### src/design/wtp_pkg.sv
package wtp_pkg;

  localparam int ID_W       = 40;
  localparam int WINDOW_MAX = 8;
  localparam int IDX_W      = $clog2(WINDOW_MAX);
  localparam int CNT_W      = $clog2(WINDOW_MAX + 1);
  localparam int SW_W       = 4;

  localparam logic [SW_W-1:0] WIN_SIZE_RESET = SW_W'(4);

  // Register map: word index taken from paddr[2].
  localparam logic REG_WIN_SIZE = 1'b0;

  typedef struct packed {
    logic [ID_W-1:0] keyword_id;
    logic            doc_last;
  } in_item_t;

  typedef struct packed {
    logic [ID_W-1:0] low_id;
    logic [ID_W-1:0] high_id;
    logic            run_last;
  } out_item_t;

  typedef struct packed {
    logic [ID_W-1:0] low_id;
    logic [ID_W-1:0] high_id;
  } pair_t;

  typedef struct packed {
    logic             wr_en;
    logic [IDX_W-1:0] wr_idx;
    logic             load;
    logic             step;
    logic             drop;
  } win_ctrl_t;

  // A window of zero behaves as one, anything above the maximum as the maximum.
  function automatic logic [CNT_W-1:0] eff_window(input logic [SW_W-1:0] sw);
    logic [CNT_W-1:0] w;
    if (sw == '0) begin
      w = CNT_W'(1);
    end else if (int'(sw) > WINDOW_MAX) begin
      w = CNT_W'(WINDOW_MAX);
    end else begin
      w = CNT_W'(sw);
    end
    return w;
  endfunction

endpackage

### src/design/wtp_window.sv
module wtp_window (
  input  logic                      clk,
  input  wtp_pkg::win_ctrl_t        ctrl,
  input  logic [wtp_pkg::ID_W-1:0]  wr_id,
  output logic [wtp_pkg::ID_W-1:0]  head_id,
  output logic [wtp_pkg::ID_W-1:0]  follower_id
);

  // Pending keywords, oldest at index 0.
  logic [wtp_pkg::ID_W-1:0] buf_r  [wtp_pkg::WINDOW_MAX];
  // Followers of the head entry; shifted toward index 0 once per follower examined.
  logic [wtp_pkg::ID_W-1:0] scan_r [wtp_pkg::WINDOW_MAX-1];

  always_ff @(posedge clk) begin
    if (ctrl.wr_en) begin
      buf_r[ctrl.wr_idx] <= wr_id;
    end else if (ctrl.drop) begin
      for (int i = 0; i < wtp_pkg::WINDOW_MAX - 1; i++) begin
        buf_r[i] <= buf_r[i+1];
      end
    end

    if (ctrl.load) begin
      for (int i = 0; i < wtp_pkg::WINDOW_MAX - 1; i++) begin
        scan_r[i] <= buf_r[i+1];
      end
    end else if (ctrl.step) begin
      for (int i = 0; i < wtp_pkg::WINDOW_MAX - 2; i++) begin
        scan_r[i] <= scan_r[i+1];
      end
    end
  end

  assign head_id     = buf_r[0];
  assign follower_id = scan_r[0];

endmodule

### src/design/wtp_pair_unit.sv
module wtp_pair_unit (
  input  logic [wtp_pkg::ID_W-1:0] a_id,
  input  logic [wtp_pkg::ID_W-1:0] b_id,
  output logic                     differ,
  output wtp_pkg::pair_t           pair
);

  logic a_lower;

  assign a_lower = (a_id < b_id);
  assign differ  = (a_id != b_id);

  always_comb begin
    if (a_lower) begin
      pair.low_id  = a_id;
      pair.high_id = b_id;
    end else begin
      pair.low_id  = b_id;
      pair.high_id = a_id;
    end
  end

endmodule

### src/design/window_term_pair_generator.sv
// Sequence: an item is taken while the sequencer idles; then every entry that is paired
// passes through a decide state, a pair step per follower and a drop state, and a closing
// decide state and a flush state that releases the last pair end the item.
// Throughput: one item at a time; in_ready is high only while the sequencer idles.
// At most one pair leaves per cycle; a stalled out_ready stalls the follower scan.
// Reset (rst_n low, synchronous) empties the window and sets the window size to 4.
module window_term_pair_generator (
  input  logic                clk,
  input  logic                rst_n,
  input  logic                in_valid,
  output logic                in_ready,
  input  wtp_pkg::in_item_t   in_data,
  output logic                out_valid,
  input  logic                out_ready,
  output wtp_pkg::out_item_t  out_data,
  input  logic                psel,
  input  logic                penable,
  input  logic                pwrite,
  input  logic [2:0]          paddr,
  input  logic [31:0]         pwdata,
  output logic [31:0]         prdata,
  output logic                pready
);

  typedef enum logic [2:0] {
    ST_IDLE,
    ST_DECIDE,
    ST_PAIR,
    ST_DROP,
    ST_FLUSH
  } state_t;

  state_t                          state_r, state_nxt;
  logic [wtp_pkg::SW_W-1:0]        win_size_r, win_size_nxt;
  logic [wtp_pkg::IDX_W-1:0]       fill_r, fill_nxt;
  logic [wtp_pkg::CNT_W-1:0]       cnt_r, cnt_nxt;
  logic [wtp_pkg::IDX_W-1:0]       k_r, k_nxt;
  logic                            last_r, last_nxt;
  logic                            hold_v_r, hold_v_nxt;
  wtp_pkg::pair_t                  hold_pair_r, hold_pair_nxt;
  logic                            out_v_r, out_v_nxt;
  wtp_pkg::out_item_t              out_data_r, out_data_nxt;

  wtp_pkg::win_ctrl_t              wctl;
  logic [wtp_pkg::ID_W-1:0]        head_id;
  logic [wtp_pkg::ID_W-1:0]        follower_id;
  logic                            differ;
  wtp_pkg::pair_t                  pair;

  logic [wtp_pkg::CNT_W-1:0]       eff_w;
  logic [wtp_pkg::CNT_W-1:0]       wm1;
  logic [wtp_pkg::CNT_W-1:0]       followers;
  logic                            go_entry;
  logic                            out_free;
  logic                            cfg_wr;

  wtp_window u_window (
    .clk         (clk),
    .ctrl        (wctl),
    .wr_id       (in_data.keyword_id),
    .head_id     (head_id),
    .follower_id (follower_id)
  );

  wtp_pair_unit u_pair (
    .a_id   (head_id),
    .b_id   (follower_id),
    .differ (differ),
    .pair   (pair)
  );

  assign pready    = 1'b1;
  assign cfg_wr    = psel && penable && pwrite && pready;
  assign prdata    = (paddr[2] == wtp_pkg::REG_WIN_SIZE) ?
                     32'(win_size_r) : 32'd0;
  assign in_ready  = (state_r == ST_IDLE);
  assign out_valid = out_v_r;
  assign out_data  = out_data_r;
  assign out_free  = !out_v_r || out_ready;

  assign eff_w = wtp_pkg::eff_window(win_size_r);
  assign wm1   = eff_w - wtp_pkg::CNT_W'(1);

  always_comb begin
    state_nxt       = state_r;
    win_size_nxt    = win_size_r;
    fill_nxt        = fill_r;
    cnt_nxt         = cnt_r;
    k_nxt           = k_r;
    last_nxt        = last_r;
    hold_v_nxt      = hold_v_r;
    hold_pair_nxt   = hold_pair_r;
    out_v_nxt       = out_v_r && !out_ready;
    out_data_nxt    = out_data_r;
    wctl            = '0;
    go_entry        = 1'b0;
    followers       = '0;

    if (cfg_wr && paddr[2] == wtp_pkg::REG_WIN_SIZE) begin
      win_size_nxt = pwdata[wtp_pkg::SW_W-1:0];
    end

    unique case (state_r)
      ST_IDLE: begin
        if (in_valid) begin
          wctl.wr_en  = 1'b1;
          wctl.wr_idx = fill_r;
          cnt_nxt     = wtp_pkg::CNT_W'(fill_r) + wtp_pkg::CNT_W'(1);
          last_nxt    = in_data.doc_last;
          state_nxt   = ST_DECIDE;
        end
      end
      ST_DECIDE: begin
        // Mid-document an entry is paired only once its window is full;
        // the last item of a document drains every pending entry.
        go_entry = last_r ? (cnt_r != '0) : (cnt_r >= eff_w);
        if (go_entry) begin
          if (last_r && (cnt_r - wtp_pkg::CNT_W'(1)) < wm1) begin
            followers = cnt_r - wtp_pkg::CNT_W'(1);
          end else begin
            followers = wm1;
          end
          wctl.load = 1'b1;
          k_nxt     = followers[wtp_pkg::IDX_W-1:0];
          state_nxt = (followers == '0) ? ST_DROP : ST_PAIR;
        end else begin
          fill_nxt  = cnt_r[wtp_pkg::IDX_W-1:0];
          state_nxt = ST_FLUSH;
        end
      end
      ST_PAIR: begin
        // A new pair pushes the held one out, so the held pair may wait
        // for the output register before the scan moves on.
        if (!(differ && hold_v_r && !out_free)) begin
          if (differ) begin
            if (hold_v_r) begin
              out_v_nxt    = 1'b1;
              out_data_nxt = '{low_id: hold_pair_r.low_id,
                               high_id: hold_pair_r.high_id,
                               run_last: 1'b0};
            end
            hold_pair_nxt = pair;
            hold_v_nxt    = 1'b1;
          end
          wctl.step = 1'b1;
          k_nxt     = k_r - wtp_pkg::IDX_W'(1);
          if (k_r == wtp_pkg::IDX_W'(1)) begin
            state_nxt = ST_DROP;
          end
        end
      end
      ST_DROP: begin
        wctl.drop = 1'b1;
        cnt_nxt   = cnt_r - wtp_pkg::CNT_W'(1);
        state_nxt = ST_DECIDE;
      end
      ST_FLUSH: begin
        if (!hold_v_r) begin
          state_nxt = ST_IDLE;
        end else if (out_free) begin
          out_v_nxt    = 1'b1;
          out_data_nxt = '{low_id: hold_pair_r.low_id,
                           high_id: hold_pair_r.high_id,
                           run_last: 1'b1};
          hold_v_nxt   = 1'b0;
          state_nxt    = ST_IDLE;
        end
      end
      default: begin
        state_nxt = ST_IDLE;
      end
    endcase
  end

  always_ff @(posedge clk) begin
    if (!rst_n) begin
      state_r       <= ST_IDLE;
      win_size_r    <= wtp_pkg::WIN_SIZE_RESET;
      fill_r        <= '0;
      cnt_r         <= '0;
      k_r           <= '0;
      last_r        <= 1'b0;
      hold_v_r      <= 1'b0;
      out_v_r       <= 1'b0;
    end else begin
      state_r       <= state_nxt;
      win_size_r    <= win_size_nxt;
      fill_r        <= fill_nxt;
      cnt_r         <= cnt_nxt;
      k_r           <= k_nxt;
      last_r        <= last_nxt;
      hold_v_r      <= hold_v_nxt;
      out_v_r       <= out_v_nxt;
    end
    hold_pair_r <= hold_pair_nxt;
    out_data_r  <= out_data_nxt;
  end

  a_idle_no_held_pair: assert property (@(posedge clk) disable iff (!rst_n)
    in_ready |-> !hold_v_r)
    else $error("held pair left over while idle");

  a_pair_has_follower: assert property (@(posedge clk) disable iff (!rst_n)
    (state_r == ST_PAIR) |-> (k_r != '0))
    else $error("follower scan entered with no followers");

  a_flush_marks_last: assert property (@(posedge clk) disable iff (!rst_n)
    (state_r == ST_FLUSH && hold_v_r && out_free) |=> (out_v_r && out_data_r.run_last))
    else $error("final pair of an item not marked");

  a_out_from_hold: assert property (@(posedge clk) disable iff (!rst_n)
    $rose(out_v_r) |-> $past(hold_v_r))
    else $error("result issued without a held pair");

endmodule
### config.mk
export PLATFORM = sky130hd
export DESIGN_NAME = window_term_pair_generator
export DESIGN_NICKNAME = d
export VERILOG_FILES = /design/src/design/wtp_pkg.sv /design/src/design/wtp_window.sv /design/src/design/wtp_pair_unit.sv /design/src/design/window_term_pair_generator.sv
export SDC_FILE = /design/constraint.sdc
export NUM_CORES = 1
export LEC_CHECK = 0
export CAP_MARGIN = 20
export CELL_PAD_IN_SITES_DETAIL_PLACEMENT = 1
export CELL_PAD_IN_SITES_GLOBAL_PLACEMENT = 1
export CORE_MARGIN = 2
export CORE_UTILIZATION = 48
export DETAILED_ROUTE_END_ITERATION = 6
export DONT_BUFFER_PORTS = 1
export MAX_ROUTING_LAYER = met4
export PLACE_DENSITY = 0.7
export SYNTH_ARGS = -nofsm -noshare
export SYNTH_HDL_FRONTEND = slang
export SYNTH_SLANG_ARGS = --single-unit
export TNS_END_PERCENT = 100
### constraint.sdc
create_clock -name clk -period 11.9 [get_ports clk]
set_input_delay 3.57 -clock clk [delete_from_list [all_inputs] [get_ports clk]]
set_output_delay 3.57 -clock clk [all_outputs]
set_load 0.005 [all_outputs]
# Yosys cells after proc, flatten, opt, wreduce, memory -nomap -nowiden
# Memory sizes are Yosys's and may differ from the RTL's.
# Index checks and enable logic that the tools add are counted.
# classes
n_mux,64
magnitude_cmp,4
n_reduce_logical,27
bitwise_logic,9
addsub,4
n_eq_ne,15
# op_table
operator,n
81-bit two-way mux,5
40-bit two-way mux,7
81-bit one-hot mux with 2 select lines,1
80-bit two-way mux,1
40-bit < comparator,1
40-bit != test,1
40-bit OR reduction,1
4-bit two-way mux,9
1-bit two-way mux,27
3-bit two-way mux,9
"2-bit != test, second input constant",8
3-bit one-hot mux with 5 select lines,1
3-bit AND reduction,3
4-bit logical NOT,2
4-bit one-hot mux with 2 select lines,1
"4-bit by 1-bit subtractor with 4-bit output, second input constant",2
1-bit logical AND,7
"3-bit by 1-bit equality test with 1-bit output, second input constant",2
"3-bit by 2-bit equality test with 1-bit output, second input constant",2
1-bit OR,6
3-bit one-hot mux with 2 select lines,1
2-bit AND reduction,3
6-bit AND reduction,1
2-bit nonzero test,3
14 further kinds,19
# word_totals
register_bits,181
ram_bits,600
memories,2
input_bits,83
# memory_table
memory,words,width,read_ports,rd_clocked_by_memory_dff,write_ports,line,rtl
u_window.buf_r,8,40,8,0,7,wtp_window.sv:10,logic [wtp_pkg::ID_W-1:0] buf_r [wtp_pkg::WINDOW_MAX];
u_window.scan_r,7,40,7,0,7,wtp_window.sv:12,logic [wtp_pkg::ID_W-1:0] scan_r [wtp_pkg::WINDOW_MAX-1];

# Logic depth before layout (Yosys ltp)
# depth
word_depth,13
depth_mapped,13
ltp_nobuf,13

# Cells and area by module
# From an unflattened synthesis, not the netlist that was laid out.
# unflattened
hier_cells,1822
hier_area_um2,34727.1
# modules_own_cells
module,area_each_um2,seq_area_each_um2,cells_each,instances
wtp_window,26222.6,18017.3,1235,1
window_term_pair_generator,6496.2,5235.0,357,1
wtp_pair_unit,2008.2,0.0,230,1

# Worst setup path before layout
# No wires, ideal clock.
# synth_path
kind,input to register
from,in out_ready
to,"reg hold_pair_r[0] in the netlist's numbering, enable pin"
setup_slack_ps,4009
stages,3
t_arrival_ps,7363
n_path_buf,0
path_cell_list,nor2b_1 and2_1 nor2b_1
# synth_via
elab_chain_len,5
# synth_rtl
element,line,rtl
from (decl),window_term_pair_generator.sv:14,"input logic out_ready,"
1-bit logical OR,window_term_pair_generator.sv:79,assign out_free = !out_v_r || out_ready;
1-bit logical NOT,window_term_pair_generator.sv:134,if (!(differ && hold_v_r && !out_free)) begin
1-bit logical AND,window_term_pair_generator.sv:134,
1-bit NOT (no line),--,
3-bit AND reduction (no line),--,
to (signal assigned),window_term_pair_generator.sv:195,hold_pair_r <= hold_pair_nxt;
to (decl),window_term_pair_generator.sv:40,"wtp_pkg::pair_t hold_pair_r, hold_pair_nxt;"
# Every way passes these cells.
# A chain may end at the register's enable or synchronous reset.

# Worst setup path in the final report
# layout_path
from,in paddr[2]
to,out prdata[0]
# layout_via
elab_chain_len,1
# layout_rtl
element,line,rtl
from (decl),window_term_pair_generator.sv:19,"input logic [2:0] paddr,"
4-bit two-way mux,window_term_pair_generator.sv:74,assign prdata = (paddr[2] == wtp_pkg::REG_WIN_SIZE) ?
to (decl),window_term_pair_generator.sv:21,"output logic [31:0] prdata,"
# Every way passes these cells.

==> out/metrics.yaml <==
sta:
  hold_slack_ps: 412
  period_needed_ps: 7290
  fin_tns_setup_ps: 0
  fmaxAchievable_mhz: 137
  skew_ps: 18.2
  setup_viol: 0
  worstMarginPinSlew_ps: 1080
  hold_viol: 0
  fin_crit_sh: 0.612
  grt_setup_unrepaired: "no"
  final_max_slew_viol_count: 0
  slew_headroom: 0.282
place:
  placed_cells: 2633
  port_buffers: 0
  gp_congestion: 0.759
  place_area_sq_mm: 0.0327
  dp_hpwl_microns: 36400
grt:
  grt_pass1_vias: 16454
  grt_use_total: 0.186
  busiest_layer: "met2"
  gr-usage-met2: 0.316
  grtUsageMet1: 0.231
  grt_overflow: 0
  grt_max_degree: 161
  grt_pass1_wl_microns: 97100
  antenna_found_initial: 6
  met3_usage: 0.0313
clock_tree:
  post_cts_buffers: 0
  clk_latency_ps: 620
  postCtsHoldBufs: 0
  cts-resized-gates: 0
  cts_tree: "yes"
  clockRootBuffer: "clkbuf_16"
  h-tree-depth: 3
  cts_buffers: 81
  clockBufferDepth: 3
  cts.sinks: 781
  path_clk_slew_ps: 60
power:
  switching_power_uw: 1270
  comb_power_share: 0.059
  clkPwrFrac: 0.409
  power_uw: 5940
  leakage_uw: 0.0129
  powerDensity_mw_per_mm2: 169
  p_seq_frac: 0.532
  p_int_uw: 4670
  ir_drop_v: 0.0000931
  p_sw_frac: 0.214
setup_path:
  reg2reg_depth: 9
  crit_type: "input port to primary output"
  crit_family: "simple AND/OR/NAND/NOR gates"
  crit_buf_inv: 0
  rrSetupSlack_ps: 7000
  cp-end-kind: "primary output"
  cp-start-kind: "input port"
  slowest_stage: "nor2b_1"
  slowest_delay_ps: 150
  reg2reg_to: "u_window.scan_r[0][16]$_DFFE_PP_"
  critical_path_arrival_ps: 3720
  critPathRequiredTime_ps: 8330
  rr_startpoint: "u_window.buf_r[0][19]$_DFFE_PP_"
  critPathMaxFanout: 5
  path_cells: "nor2b_1"
die:
  row_count: 94
  die_h_microns: 262
  ioPinCount: 199
  core-area_sq_mm: 0.0659
  die_area_sq_mm: 0.0688
  start_util: 0.486
  die_x_microns: 262
yosys:
  netlist_area_sq_mm: 0.0320
  synth_top_flop_cell: "edfxtp_1"
  synth-seq-cells: 781
  syn-mean-instance-area_sq_um: 17.2
  synth_edf_count: 761
  ys_seq_area_frac: 0.726
  synthArstFlopShare: 0
  synthCells: 1862
  synth_cell_types: 54
  synth_warnings: 0
routing:
  drcViolationCount: 0
  drt-initial-drc-count: 967
  detail-route-antenna-nets: 0
  wirelength_microns: 62000
  via_count: 15238
  firstDrtPassIters: 4
  via_per_inst: 5.47
  routedWlPerCell_microns: 22.3
final_layout:
  final_cells: 2785
  area_growth_syn_to_layout_pct: 10.1
  fin_area_sq_mm: 0.0352
  fin_nets: 1989
  fillers: 6010
  drive_above_1_share: 0.189
  final_cell_mix: "edfxtp_1 (761), a21o_1 (283), mux2_2 (213)"
  layout_commonest_cell: "edfxtp_1"
status:
  outcome: "finished, final reports clean"
worst_hold_path:
  hp-start: "hold_pair_r[6]$_DFFE_PP_"
  hold_path_class: "register to register"
  min_to: "out_data[7]$_DFFE_PP_"
  hold_depth: 0
run:
  cap_violations: 0
==> routing by layer <==
layer  wire length [microns]  up-vias
li1                        -     7053
met1                   26700     7874
met2                   32000      227
met3                    2120       84
met4                    1200        0
met5                       0        -
==> flip-flops by register name, indices dropped and copies added, names as in the netlist <==
register / flops
cnt_r: 4
fill_r: 3
hold_pair_r: 80
hold_v_r: 1
k_r: 3
last_r: 1
out_data: 81
out_valid: 1
state_r: 3
u_window.buf_r: 320
u_window.scan_r: 280
win_size_r: 4
==> final cells by class <==
type,count,area [sq um],area share
Timing Repair Buffer,24,225,0.00639
Tap cell,864,1080,0.0307
Clock buffer,103,2160,0.0613
Clock inverter,43,370,0.0105
Antenna cell,4,10.0,0.000284
Inverter,52,195,0.00554
Multi-Input combinational cell,914,7950,0.226
Sequential cell,781,23300,0.660
==> power by group through the flow <==
stage	logic, uW	clock network [uW]	registers [uW]
floorplan	277	0	3210
global placement	342	0	3210
detailed placement	355	0	3220
CTS	360	2480	3160
global route	392	2590	3170
finish	353	2430	3160
==> cell usage after synthesis (9+ instances only) <==
cell type  count  area (sq um)
a21o_1       283          2120
o21ai_0        9          45.0
and2_1        43           269
buf_4         50           375
mux2i_1        9          90.1
inv_1         52           195
nand4_1        9          56.3
ha_1          52           651
nor2_1        28           105
buf_6          9           101
clkbuf_1      73           274
nand3_1       13          65.1
mux2_1       107          1200
nand2_1       22          82.6
mux2_2       213          2400
dfxtp_1       20           400
edfxtp_1     761         22900
a21oi_1       29           145
==> logic make-up (layout without fill, tap and decap cells) <==
kind of cell	after synthesis	count (layout)	synth area share
buffers and inverters	195	222	0.0319
adder cells (fa/ha/maj)	52	52	0.0203
AO/OA/AOI/OAI	345	345	0.0783
XOR/XNOR	4	4	0.00109
multiplexers	329	329	0.115
flip-flops	781	781	0.726
other	2	34	0.000235
AND/OR/NAND/NOR	154	154	0.0264
==> per-stage QoR <==
stage	setup slack (ps)	utilization
floorplan	4010	-
global placement	4630	0.496
detailed placement	4610	0.496
CTS	4610	0.534
global route	4560	0.535
finish	4610	0.535
==> how the worst max path moves through the flow <==
stage          slack (ps)                  endpoint  depth (start not counted)  startpoint
6_report             4610                 prdata[0]                          1    paddr[2]
2_1_floorplan        4010  hold_pair_r[0]$_DFFE_PP_                          3   out_ready
4_1_cts              4610                 prdata[0]                          1    paddr[2]
5_1_grt              4560                 prdata[0]                          1    paddr[2]
3_3_place_gp         4630                 prdata[0]                          1    paddr[2]
3_5_place_dp         4610                 prdata[0]                          1    paddr[2]
Power figures use the tool's default switching activity.
